**src/rtl/core/bqlp_pkg.sv**
```systemverilog
`default_nettype none

package bqlp_pkg;

  // Default build values for the top-level parameters.
  localparam int DefChannels = 4;
  localparam int DefFracBits = 16;

  // Configuration register file: one coefficient word per channel.
  localparam int NumRegs  = 4;
  localparam int CfgIdxW  = 2;
  localparam int CoefW    = 61;
  localparam int CoefBitW = 20;
  localparam int EnableBit = 60;

  // Payload widths fixed by the stream format.
  localparam int ChanW   = 2;
  localparam int SampleW = 32;
  localparam int DelayW  = 40;
  localparam int SumW    = 42;
  localparam int ProdW   = CoefBitW + SumW;
  localparam int AccW    = 64;

  // Saturation limits of the output sample, held at accumulator width.
  localparam logic signed [AccW-1:0] SatMax = 64'sd2147483647;
  localparam logic signed [AccW-1:0] SatMin = -64'sd2147483648;

  // Sequencer states.
  typedef enum logic [2:0] {
    ST_IDLE,
    ST_MUL_A1,
    ST_MUL_A2,
    ST_ROUND_W,
    ST_SUM,
    ST_MUL_B0,
    ST_DONE
  } bqlp_state_e;

  // Commands from the sequencer to the datapath.
  typedef struct packed {
    logic take_item;
    logic mul_a1;
    logic mul_a2;
    logic round_w;
    logic sum;
    logic mul_b0;
    logic load_out;
  } bqlp_cmd_t;

  // Status from the datapath to the sequencer.
  typedef struct packed {
    logic chan_on;
  } bqlp_status_t;

endpackage

`default_nettype wire

```
**src/rtl/core/bqlp_stream_if.sv**
```systemverilog
`default_nettype none

// Sample request channel into the filter.
interface bqlp_in_if;
  logic               valid;
  logic               ready;
  logic [1:0]         channel;
  logic signed [31:0] sample_in;

  modport source (output valid, output channel, output sample_in, input ready);
  modport sink   (input valid, input channel, input sample_in, output ready);
endinterface

// Filtered sample channel out of the filter.
interface bqlp_out_if;
  logic               valid;
  logic               ready;
  logic signed [31:0] sample_out;

  modport source (output valid, output sample_out, input ready);
  modport sink   (input valid, input sample_out, output ready);
endinterface

`default_nettype wire

```
**src/rtl/core/bqlp_ctrl.sv**
```systemverilog
`default_nettype none

module bqlp_ctrl
  import bqlp_pkg::*;
(
  input  wire logic         clk_i,
  input  wire logic         rst_ni,
  input  wire logic         in_valid_i,
  input  wire logic         out_ready_i,
  input  wire bqlp_status_t status_i,
  output bqlp_cmd_t         cmd_o,
  output logic              in_ready_o,
  output logic              out_valid_o
);

  bqlp_state_e state_q, state_d;
  logic        out_valid_q, out_valid_d;
  logic        slot_free;
  logic        take;

  assign in_ready_o  = (state_q == ST_IDLE);
  assign take        = in_valid_i && in_ready_o;
  assign slot_free   = !out_valid_q || out_ready_i;
  assign out_valid_o = out_valid_q;

  // Next-state logic.
  always_comb begin
    state_d = state_q;
    case (state_q)
      ST_IDLE: begin
        if (take) begin
          state_d = status_i.chan_on ? ST_MUL_A1 : ST_DONE;
        end
      end
      ST_MUL_A1:  state_d = ST_MUL_A2;
      ST_MUL_A2:  state_d = ST_ROUND_W;
      ST_ROUND_W: state_d = ST_SUM;
      ST_SUM:     state_d = ST_MUL_B0;
      ST_MUL_B0:  state_d = ST_DONE;
      ST_DONE: begin
        if (slot_free) begin
          state_d = ST_IDLE;
        end
      end
      default:    state_d = ST_IDLE;
    endcase
  end

  // Command outputs.
  always_comb begin
    cmd_o = '0;
    case (state_q)
      ST_IDLE:    cmd_o.take_item = take;
      ST_MUL_A1:  cmd_o.mul_a1    = 1'b1;
      ST_MUL_A2:  cmd_o.mul_a2    = 1'b1;
      ST_ROUND_W: cmd_o.round_w   = 1'b1;
      ST_SUM:     cmd_o.sum       = 1'b1;
      ST_MUL_B0:  cmd_o.mul_b0    = 1'b1;
      ST_DONE:    cmd_o.load_out  = slot_free;
      default:    cmd_o = '0;
    endcase
  end

  // The output register is full from a load until the sink takes it.
  always_comb begin
    out_valid_d = out_valid_q;
    if (cmd_o.load_out) begin
      out_valid_d = 1'b1;
    end else if (out_ready_i) begin
      out_valid_d = 1'b0;
    end
  end

  always_ff @(posedge clk_i or negedge rst_ni) begin
    if (!rst_ni) begin
      state_q     <= ST_IDLE;
      out_valid_q <= 1'b0;
    end else begin
      state_q     <= state_d;
      out_valid_q <= out_valid_d;
    end
  end

  // The multiply sequence runs without gaps.
  a_seq_a1_a2 : assert property (@(posedge clk_i) disable iff (!rst_ni)
    (state_q == ST_MUL_A1) |=> (state_q == ST_MUL_A2))
    else $error("multiply sequence broken after a1 step");

  // A result is never loaded over one that is still waiting.
  a_no_overwrite : assert property (@(posedge clk_i) disable iff (!rst_ni)
    cmd_o.load_out |-> (!out_valid_q || out_ready_i))
    else $error("output register overwritten");

  // A disabled channel goes straight to the result step.
  a_bypass : assert property (@(posedge clk_i) disable iff (!rst_ni)
    (cmd_o.take_item && !status_i.chan_on) |=> (state_q == ST_DONE))
    else $error("pass-through request did not bypass the filter");

  // A load always leaves a valid result behind.
  a_load_valid : assert property (@(posedge clk_i) disable iff (!rst_ni)
    cmd_o.load_out |=> out_valid_q)
    else $error("loaded result not presented");

endmodule

`default_nettype wire

```
**src/rtl/core/bqlp_datapath.sv**
```systemverilog
`default_nettype none

module bqlp_datapath
  import bqlp_pkg::*;
#(
  parameter int CHANNELS  = DefChannels,
  parameter int FRAC_BITS = DefFracBits
) (
  input  wire logic                      clk_i,
  input  wire logic                      rst_ni,
  input  wire logic                      cfg_we_i,
  input  wire logic [CfgIdxW-1:0]        cfg_idx_i,
  input  wire logic [CoefW-1:0]          cfg_data_i,
  input  wire logic [ChanW-1:0]          channel_i,
  input  wire logic signed [SampleW-1:0] sample_i,
  input  wire bqlp_cmd_t                 cmd_i,
  output bqlp_status_t                   status_o,
  output logic signed [SampleW-1:0]      sample_out_o
);

  localparam int ChIdxW = (CHANNELS > 1) ? $clog2(CHANNELS) : 1;
  localparam logic signed [AccW-1:0] Half = AccW'(1) << (FRAC_BITS - 1);

  // Configuration and per-channel delay state.
  logic [CoefW-1:0]         coef_q [NumRegs];
  logic signed [DelayW-1:0] d1_q   [CHANNELS];
  logic signed [DelayW-1:0] d2_q   [CHANNELS];

  // Current request and working registers.
  logic [ChanW-1:0]          ch_q;
  logic [ChIdxW-1:0]         idx_q;
  logic signed [SampleW-1:0] x_q;
  logic                      pass_q;
  logic signed [ProdW-1:0]   prod_q, prod_d;
  logic signed [SumW-1:0]    ds_q, ds_d;
  logic signed [AccW-1:0]    acc_q, acc_d;
  logic signed [DelayW-1:0]  w_q, w_d;
  logic signed [SumW-1:0]    s_q, s_d;
  logic signed [SampleW-1:0] sample_out_q, sample_out_d;

  logic [CoefW-1:0]            coef_sel;
  logic signed [CoefBitW-1:0]  coef_b0, coef_a1, coef_a2;
  logic signed [DelayW-1:0]    d1, d2;
  logic signed [SumW-1:0]      d1_ext, d2_ext;
  logic signed [AccW-1:0]      x_ext, prod_ext, acc_next, w_full, y_full;
  logic signed [CoefBitW-1:0]  mul_a;
  logic signed [SumW-1:0]      mul_b;

  // A channel is active when it exists and its enable bit is set.
  assign status_o.chan_on = (32'(channel_i) < CHANNELS) && coef_q[channel_i][EnableBit];

  // Coefficients and delays of the channel in progress.
  assign coef_sel = coef_q[ch_q];
  assign coef_b0  = coef_sel[CoefBitW-1:0];
  assign coef_a1  = coef_sel[2*CoefBitW-1:CoefBitW];
  assign coef_a2  = coef_sel[3*CoefBitW-1:2*CoefBitW];
  assign d1       = d1_q[idx_q];
  assign d2       = d2_q[idx_q];
  assign d1_ext   = {{(SumW-DelayW){d1[DelayW-1]}}, d1};
  assign d2_ext   = {{(SumW-DelayW){d2[DelayW-1]}}, d2};
  assign x_ext    = {{(AccW-SampleW){x_q[SampleW-1]}}, x_q};
  assign prod_ext = {{(AccW-ProdW){prod_q[ProdW-1]}}, prod_q};

  // Shared multiplier operand selection.
  always_comb begin
    mul_a = coef_b0;
    mul_b = s_q;
    if (cmd_i.mul_a1) begin
      mul_a = coef_a1;
      mul_b = d1_ext;
    end else if (cmd_i.mul_a2) begin
      mul_a = coef_a2;
      mul_b = d2_ext;
    end
  end

  // Arithmetic for each step of the sequence.
  always_comb begin
    prod_d   = prod_q;
    ds_d     = ds_q;
    acc_d    = acc_q;
    w_d      = w_q;
    s_d      = s_q;
    acc_next = acc_q - prod_ext;
    w_full   = acc_next >>> FRAC_BITS;
    y_full   = (prod_ext + Half) >>> FRAC_BITS;
    if (cmd_i.mul_a1 || cmd_i.mul_a2 || cmd_i.mul_b0) begin
      prod_d = mul_a * mul_b;
    end
    if (cmd_i.mul_a1) begin
      ds_d = {d1_ext[SumW-2:0], 1'b0} + d2_ext;
    end
    // The rounding half is folded in before the products are taken off.
    if (cmd_i.mul_a2) begin
      acc_d = (x_ext <<< FRAC_BITS) + Half - prod_ext;
    end
    // An intermediate value beyond the delay range is replaced by the sample.
    if (cmd_i.round_w) begin
      if (w_full[AccW-1:DelayW-1] == {(AccW-DelayW+1){w_full[DelayW-1]}}) begin
        w_d = w_full[DelayW-1:0];
      end else begin
        w_d = {{(DelayW-SampleW){x_q[SampleW-1]}}, x_q};
      end
    end
    if (cmd_i.sum) begin
      s_d = {{(SumW-DelayW){w_q[DelayW-1]}}, w_q} + ds_q;
    end
  end

  // Result: saturated filter output, or the raw sample for a disabled channel.
  always_comb begin
    if (pass_q) begin
      sample_out_d = x_q;
    end else if (y_full > SatMax) begin
      sample_out_d = SatMax[SampleW-1:0];
    end else if (y_full < SatMin) begin
      sample_out_d = SatMin[SampleW-1:0];
    end else begin
      sample_out_d = y_full[SampleW-1:0];
    end
  end

  // Coefficient registers.
  always_ff @(posedge clk_i or negedge rst_ni) begin
    if (!rst_ni) begin
      for (int i = 0; i < NumRegs; i++) begin
        coef_q[i] <= '0;
      end
    end else if (cfg_we_i) begin
      coef_q[cfg_idx_i] <= cfg_data_i;
    end
  end

  // Delay line shifts once the new intermediate value is known.
  always_ff @(posedge clk_i or negedge rst_ni) begin
    if (!rst_ni) begin
      for (int i = 0; i < CHANNELS; i++) begin
        d1_q[i] <= '0;
        d2_q[i] <= '0;
      end
    end else if (cmd_i.round_w) begin
      d2_q[idx_q] <= d1;
      d1_q[idx_q] <= w_d;
    end
  end

  // Request and working registers.
  always_ff @(posedge clk_i) begin
    if (cmd_i.take_item) begin
      ch_q   <= channel_i;
      idx_q  <= ChIdxW'(channel_i);
      x_q    <= sample_i;
      pass_q <= !status_o.chan_on;
    end
    prod_q <= prod_d;
    ds_q   <= ds_d;
    acc_q  <= acc_d;
    w_q    <= w_d;
    s_q    <= s_d;
    if (cmd_i.load_out) begin
      sample_out_q <= sample_out_d;
    end
  end

  assign sample_out_o = sample_out_q;

endmodule

`default_nettype wire

```
**src/rtl/core/biquad_lowpass_multichannel_unit.sv**
```systemverilog
`default_nettype none

// Channel   Dir  Payload                                  Handshake
// in_i      in   channel[1:0], sample_in[31:0] Q16.16     valid/ready
// out_o     out  sample_out[31:0] Q16.16, saturated       valid/ready
// cfg       in   cfg_idx_i[1:0], cfg_data_i[60:0]         cfg_we_i, no wait
//
// An enabled channel goes from request to result through two multiply
// steps for the feedback terms, a rounding step, a sum and one multiply for
// the gain, all on one shared 20 x 42 bit multiplier, then the output load.
// A disabled or absent channel goes to the load. A new request is taken only
// in the idle state. Reset clears coefficients and delays at once. A result
// held in the output register stalls the sequencer at its final step only.

module biquad_lowpass_multichannel_unit
  import bqlp_pkg::*;
#(
  parameter int CHANNELS  = DefChannels,
  parameter int FRAC_BITS = DefFracBits
) (
  input  wire logic               clk_i,
  input  wire logic               rst_ni,
  input  wire logic               cfg_we_i,
  input  wire logic [CfgIdxW-1:0] cfg_idx_i,
  input  wire logic [CoefW-1:0]   cfg_data_i,
  bqlp_in_if.sink                 in_i,
  bqlp_out_if.source              out_o
);

  bqlp_cmd_t    cmd;
  bqlp_status_t status;

  // Sequencer.
  bqlp_ctrl u_ctrl (
    .clk_i       (clk_i),
    .rst_ni      (rst_ni),
    .in_valid_i  (in_i.valid),
    .out_ready_i (out_o.ready),
    .status_i    (status),
    .cmd_o       (cmd),
    .in_ready_o  (in_i.ready),
    .out_valid_o (out_o.valid)
  );

  // Arithmetic, coefficients and per-channel state.
  bqlp_datapath #(
    .CHANNELS  (CHANNELS),
    .FRAC_BITS (FRAC_BITS)
  ) u_datapath (
    .clk_i        (clk_i),
    .rst_ni       (rst_ni),
    .cfg_we_i     (cfg_we_i),
    .cfg_idx_i    (cfg_idx_i),
    .cfg_data_i   (cfg_data_i),
    .channel_i    (in_i.channel),
    .sample_i     (in_i.sample_in),
    .cmd_i        (cmd),
    .status_o     (status),
    .sample_out_o (out_o.sample_out)
  );

endmodule

`default_nettype wire

```
**src/flat_wrapper.sv**
```systemverilog
// flat-port wrapper written by rule: the top's interface ports become plain ports
module biquad_lowpass_multichannel_unit_flat import bqlp_pkg::*;
#(
  parameter int CHANNELS  = DefChannels,
  parameter int FRAC_BITS = DefFracBits
)
  (clk_i, rst_ni, cfg_we_i, cfg_idx_i, cfg_data_i, in_i_valid, in_i_channel, in_i_sample_in, in_i_ready, out_o_valid, out_o_sample_out, out_o_ready);
  bqlp_in_if in_i_i ();
  bqlp_out_if out_o_i ();
  input  wire logic clk_i;
  input  wire logic rst_ni;
  input  wire logic cfg_we_i;
  input  wire logic [CfgIdxW-1:0] cfg_idx_i;
  input  wire logic [CoefW-1:0] cfg_data_i;
  input wire logic [$bits(in_i_i.valid)-1:0] in_i_valid;
  input wire logic [$bits(in_i_i.channel)-1:0] in_i_channel;
  input wire logic [$bits(in_i_i.sample_in)-1:0] in_i_sample_in;
  output wire logic [$bits(in_i_i.ready)-1:0] in_i_ready;
  output wire logic [$bits(out_o_i.valid)-1:0] out_o_valid;
  output wire logic [$bits(out_o_i.sample_out)-1:0] out_o_sample_out;
  input wire logic [$bits(out_o_i.ready)-1:0] out_o_ready;
  assign in_i_i.valid = in_i_valid;
  assign in_i_i.channel = in_i_channel;
  assign in_i_i.sample_in = in_i_sample_in;
  assign in_i_ready = in_i_i.ready;
  assign out_o_valid = out_o_i.valid;
  assign out_o_sample_out = out_o_i.sample_out;
  assign out_o_i.ready = out_o_ready;
  biquad_lowpass_multichannel_unit #(.CHANNELS(CHANNELS), .FRAC_BITS(FRAC_BITS)) u_core (.clk_i(clk_i), .rst_ni(rst_ni), .cfg_we_i(cfg_we_i), .cfg_idx_i(cfg_idx_i), .cfg_data_i(cfg_data_i), .in_i(in_i_i), .out_o(out_o_i));
endmodule
```
**config.mk**
```make
export PLATFORM = sky130hd
export DESIGN_NAME = biquad_lowpass_multichannel_unit_flat
export DESIGN_NICKNAME = d
export VERILOG_FILES = /design/src/rtl/core/bqlp_pkg.sv /design/src/rtl/core/bqlp_stream_if.sv /design/src/rtl/core/bqlp_ctrl.sv /design/src/rtl/core/bqlp_datapath.sv /design/src/rtl/core/biquad_lowpass_multichannel_unit.sv /design/src/flat_wrapper.sv
export SDC_FILE = /design/constraint.sdc
export NUM_CORES = 2
export LEC_CHECK = 0
export BUFFER_PORTS_ARGS = -buffer_cell sky130_fd_sc_hd__buf_2
export CORE_MARGIN = 1
export CORE_UTILIZATION = 47
export DETAILED_ROUTE_END_ITERATION = 12
export PLACE_DENSITY = 0.65
export SYNTH_ARGS = -nofsm -noshare
export SYNTH_HDL_FRONTEND = slang
export SYNTH_SLANG_ARGS = --single-unit
```
**constraint.sdc**
```tcl
create_clock -name clk_i -period 17.1 [get_ports clk_i]
set_input_delay 0 -clock clk_i [delete_from_list [all_inputs] [get_ports clk_i]]
set_output_delay 0 -clock clk_i [all_outputs]
set_load 0.005 [all_outputs]
```
==> key figures <==
Global route
  – GR Util All Layers: 0.269
  – Remaining Overflow, GRT: 0
  – Antenna violations before repair: 4
  – Largest net degree at the start of global routing: between 150 and 200
  – First-pass GRT wire length: ~330000 um
  – Vias in the first global route: approximately 56000

Setup path
  – R2r startpoint: u_core.u_ctrl.state_q[1]
  – Worst path slowest cell: nand2_1
  – Worst Setup SP: u_core.u_ctrl.state_q[1]
  – CP required: 17.59 ns
  – CP Capture Type: register
  – Critical Path Sink: u_core.u_datapath.prod_q[60]
  – Cell mode on critical path: fa_1
  – Reg2reg path depth: 34
  – Worst r2r dst: u_core.u_datapath.prod_q[60]
  – Startpoint types: register
  – Critical path class: reg2reg
  – Worst path max stage delay: roughly 0.80 ns
  – WP data arrival: roughly 12 ns
  – R2R setup slack: 5.50 ns
  – Critical path fanouts, max: 32

Yosys
  – Yosys reg bits: 884
  – Asr flop ratio synth: 0.643
  – Top_reg_cell synth: dfrtp_1
  – Compound-Gate Fraction of Synth Area: 0.0915
  – Synth Area in Simple Gates: 0.106
  – Mapped Area: 74700 sq um
  – Mapped Cells: around 7200
  – Net Count, Synth: 8504
  – Yosys warns: 0
  – Mux cell area share after synthesis: 0.111
  – Number of synthesized flops with an enable pin: approximately 280
  – Netlist cell types: 90
  – Register area share after synthesis: 0.312
  – Xor/xnor cell area share of the yosys netlist: 0.0323
  – Synth Area in Adders: 0.276
  – Post-Syn Area per Cell: 10.3 sq um
  – Largest family of logic cells by synthesized area: adder cells

Final layout
  – Multi-input gate area: roughly 46000 sq um
  – Finished Cell Area: 82300 sq um
  – P&R area growth vs syn: 10.1%
  – Register area: between 20000 and 25000 sq um
  – Fill cells: between 10000 and 15000
  – Share of layout cells above drive strength 1: 0.139
  – Nets@finish: 8621

Floorplanning
  – Die height: between 400 and 500 um
  – Core Box Area: 157000 sq um
  – Row Count: about 150
  – Starting Density: 0.476
  – IO Pins: 136
  – Die W: roughly 400 um
  – Area of the die: 161000 sq um

Hold path
  – Tightest Hold Check Type: in2reg

Drt
  – WL met1: 91900 um
  – Drc violations: 0
  – Initial drt markers: 4381
  – Met2 Wirelength: approximately 96000 um
  – Vias per cell: around 5.7
  – Drt pass-1 iters: 5
  – Wirelength per Cell: approximately 22 um
  – Final wirelength: ~210000 um
  – DR WL met3: approximately 18000 um
  – Via count: 54200
  – Highest metal used: met5
  – Post-route ant nets: 0

Clock tree
  – Post-CTS setup buffers: 0
  – Clock Latency Late Sink: around 0.76 ns
  – CTS tree: built
  – Clock Tree Buf Depth: 3
  – # hold bufs at CTS: ~130
  – Clock root buffer: clkbuf_16
  – Post-CTS resize count: 0
  – # H-tree levels: 3
  – CTS Buf Count: around 100
  – Clock sinks: 884
  – Clk pin slew, worst setup/hold paths: roughly 0.06 ns

Place
  – Placement Cell Area: 77500 sq um
  – Port Buffer Count: 135
  – Post-DP HPWL: ~160000 um
  – Placer's final routability congestion estimate: between 0.9 and 1

STA
  – Fmax: approximately 86 MHz
  – Tcrit/Tclk final: 0.678
  – # setup viols final: 0
  – Final min period: roughly 12 ns
  – Final Hold Viols: 0
  – Relative slew slack: 0.0144
  – Setup Skew: just over 0.04 ns
  – Final hold slack: roughly 0.052 ns
  – Unrepaired setup endpoints after global routing: false
  – Setup TNS: 0 ns
  – Max-slew violation count: 0
  – Slew @ Worst Pin: 1.48 ns

Job
  – # Max-Cap Violations: 0

Status
  – Status: finished clean
==> how the worst min path moves through the flow <==
stage / from / to / slack [ns] / depth (start not counted)
after global placement: rst_ni / u_core.u_datapath.coef_q[116] / 0.09 / 1
after floorplan: rst_ni / u_core.u_ctrl.out_valid_o / -0.30 / 0
final: in_i_channel[0] / u_core.u_datapath.idx_q[0] / 0.05 / 2
after global routing: in_i_channel[0] / u_core.u_datapath.idx_q[0] / 0.04 / 2
after CTS: in_i_sample_in[17] / u_core.u_datapath.x_q[17] / 0.009 / 2
after detailed placement: rst_ni / u_core.u_datapath.coef_q[55] / 0.11 / 1
==> worst max-delay path: cells and delay by family, from the launching register on <==
| kind | cells | cell delay, ns |
|---|---|---|
| buf+inv | 8 | 1.45 |
| fa+ha+maj | 8 | 4.16 |
| flops | 1 | 0.49 |
| compound gates | 8 | 1.56 |
| xor+xnor | 1 | 0.09 |
| simple gates | 9 | 3.52 |
==> synth_stat cells, types with 11 or more instances <==
library cell	count	area share
o21ai_1	34	0.0023
a22oi_1	25	0.0025
and2_1	48	0.0040
o31ai_1	13	0.0013
nand4_1	42	0.0035
nand2b_1	65	0.0054
o211ai_1	20	0.0020
nand2_1	895	0.045
nor3_1	48	0.0032
or2_2	23	0.0019
or3_1	14	0.0012
o21a_1	28	0.0028
o21ai_0	339	0.023
mux4_2	129	0.039
inv_1	1042	0.052
dfrtp_1	568	0.19
nor4_1	13	0.0011
nor2b_1	59	0.0049
a211oi_1	31	0.0031
clkbuf_1	291	0.015
a31oi_1	29	0.0024
edfxtp_1	276	0.11
fa_1	818	0.22
buf_1	29	0.0015
and4_1	11	0.0013
a221oi_1	18	0.0021
and3_1	29	0.0024
dfxtp_1	40	0.011
mux2_2	442	0.067
o21bai_1	32	0.0032
nand3_1	71	0.0048
a221o_1	23	0.0031
ha_1	342	0.057
a21o_1	139	0.014
xnor2_1	197	0.023
nor2_1	478	0.024
a21oi_1	273	0.018
mux2i_1	44	0.0059
xor2_1	76	0.0089
==> layer usage <==
layer,global-route usage,vias up
met5,0,-
met4,0.0957,2
met3,0.0581,372
met2,0.417,2100
met1,0.372,27600
li1,-,24100
==> final cells by class <==
cell class	instances	area share
multi-input cells	4974	0.564
flip-flops and latches	884	0.283
inverters	1050	0.0479
clock buffers	141	0.0358
repair buffers	351	0.0327
well taps	2058	0.0313
clock inverters	43	0.00538
diodes	1	0.0000304
==> flip-flops by register name, summed over array words and instances (netlist names) <==
| name | count |
|---|---|
| u_core.u_datapath.acc_q | 63 |
| u_core.u_datapath.sample_out_o | 32 |
| u_core.u_datapath.ds_q | 42 |
| u_core.u_datapath.d2_q | 160 |
| u_core.u_datapath.idx_q | 2 |
| u_core.u_datapath.d1_q | 160 |
| u_core.u_datapath.pass_q | 1 |
| u_core.u_datapath.s_q | 42 |
| u_core.u_datapath.w_q | 40 |
| u_core.u_ctrl.out_valid_o | 1 |
| u_core.u_datapath.x_q | 32 |
| u_core.u_datapath.coef_q | 244 |
| u_core.u_ctrl.state_q | 3 |
| u_core.u_datapath.prod_q | 62 |
==> kinds of logic after synthesis <==
kind of cell,Yosys count
AO/OA/AOI/OAI,1099
XOR/XNOR,274
adder cells (fa/ha/maj),1160
buffers and inverters,1384
flip-flops,884
multiplexers,615
AND/OR/NAND/NOR,1826
==> stage by stage <==
stage                      util  setup slack [ns]  std cells
after floorplan               -              6.15       7242
after global placement    0.493              5.91       9185
after detailed placement  0.493              5.62       9185
after CTS                 0.523              5.60       9500
after global routing      0.524              5.00       9501
final                     0.524              5.50       9502
==> cells in the final DEF (no fill, tap or decap), types with 81 or more instances in the layout <==
| cell type | count |
|---|---|
| xnor2_1 | 197 |
| inv_1 | 1042 |
| buf_2 | 135 |
| mux4_2 | 129 |
| dfrtp_1 | 568 |
| nor2_1 | 476 |
| o21ai_0 | 338 |
| fa_1 | 818 |
| clkbuf_16 | 106 |
| mux2_2 | 442 |
| ha_1 | 342 |
| dlygate4sd3_1 | 130 |
| edfxtp_1 | 276 |
| a21o_1 | 139 |
| buf_4 | 81 |
| a21oi_1 | 266 |
| nand2_1 | 894 |
Power is left out: the tool's default activity adds up to more than one toggle a clock period on the data nets, which glitch-free logic cannot reach.
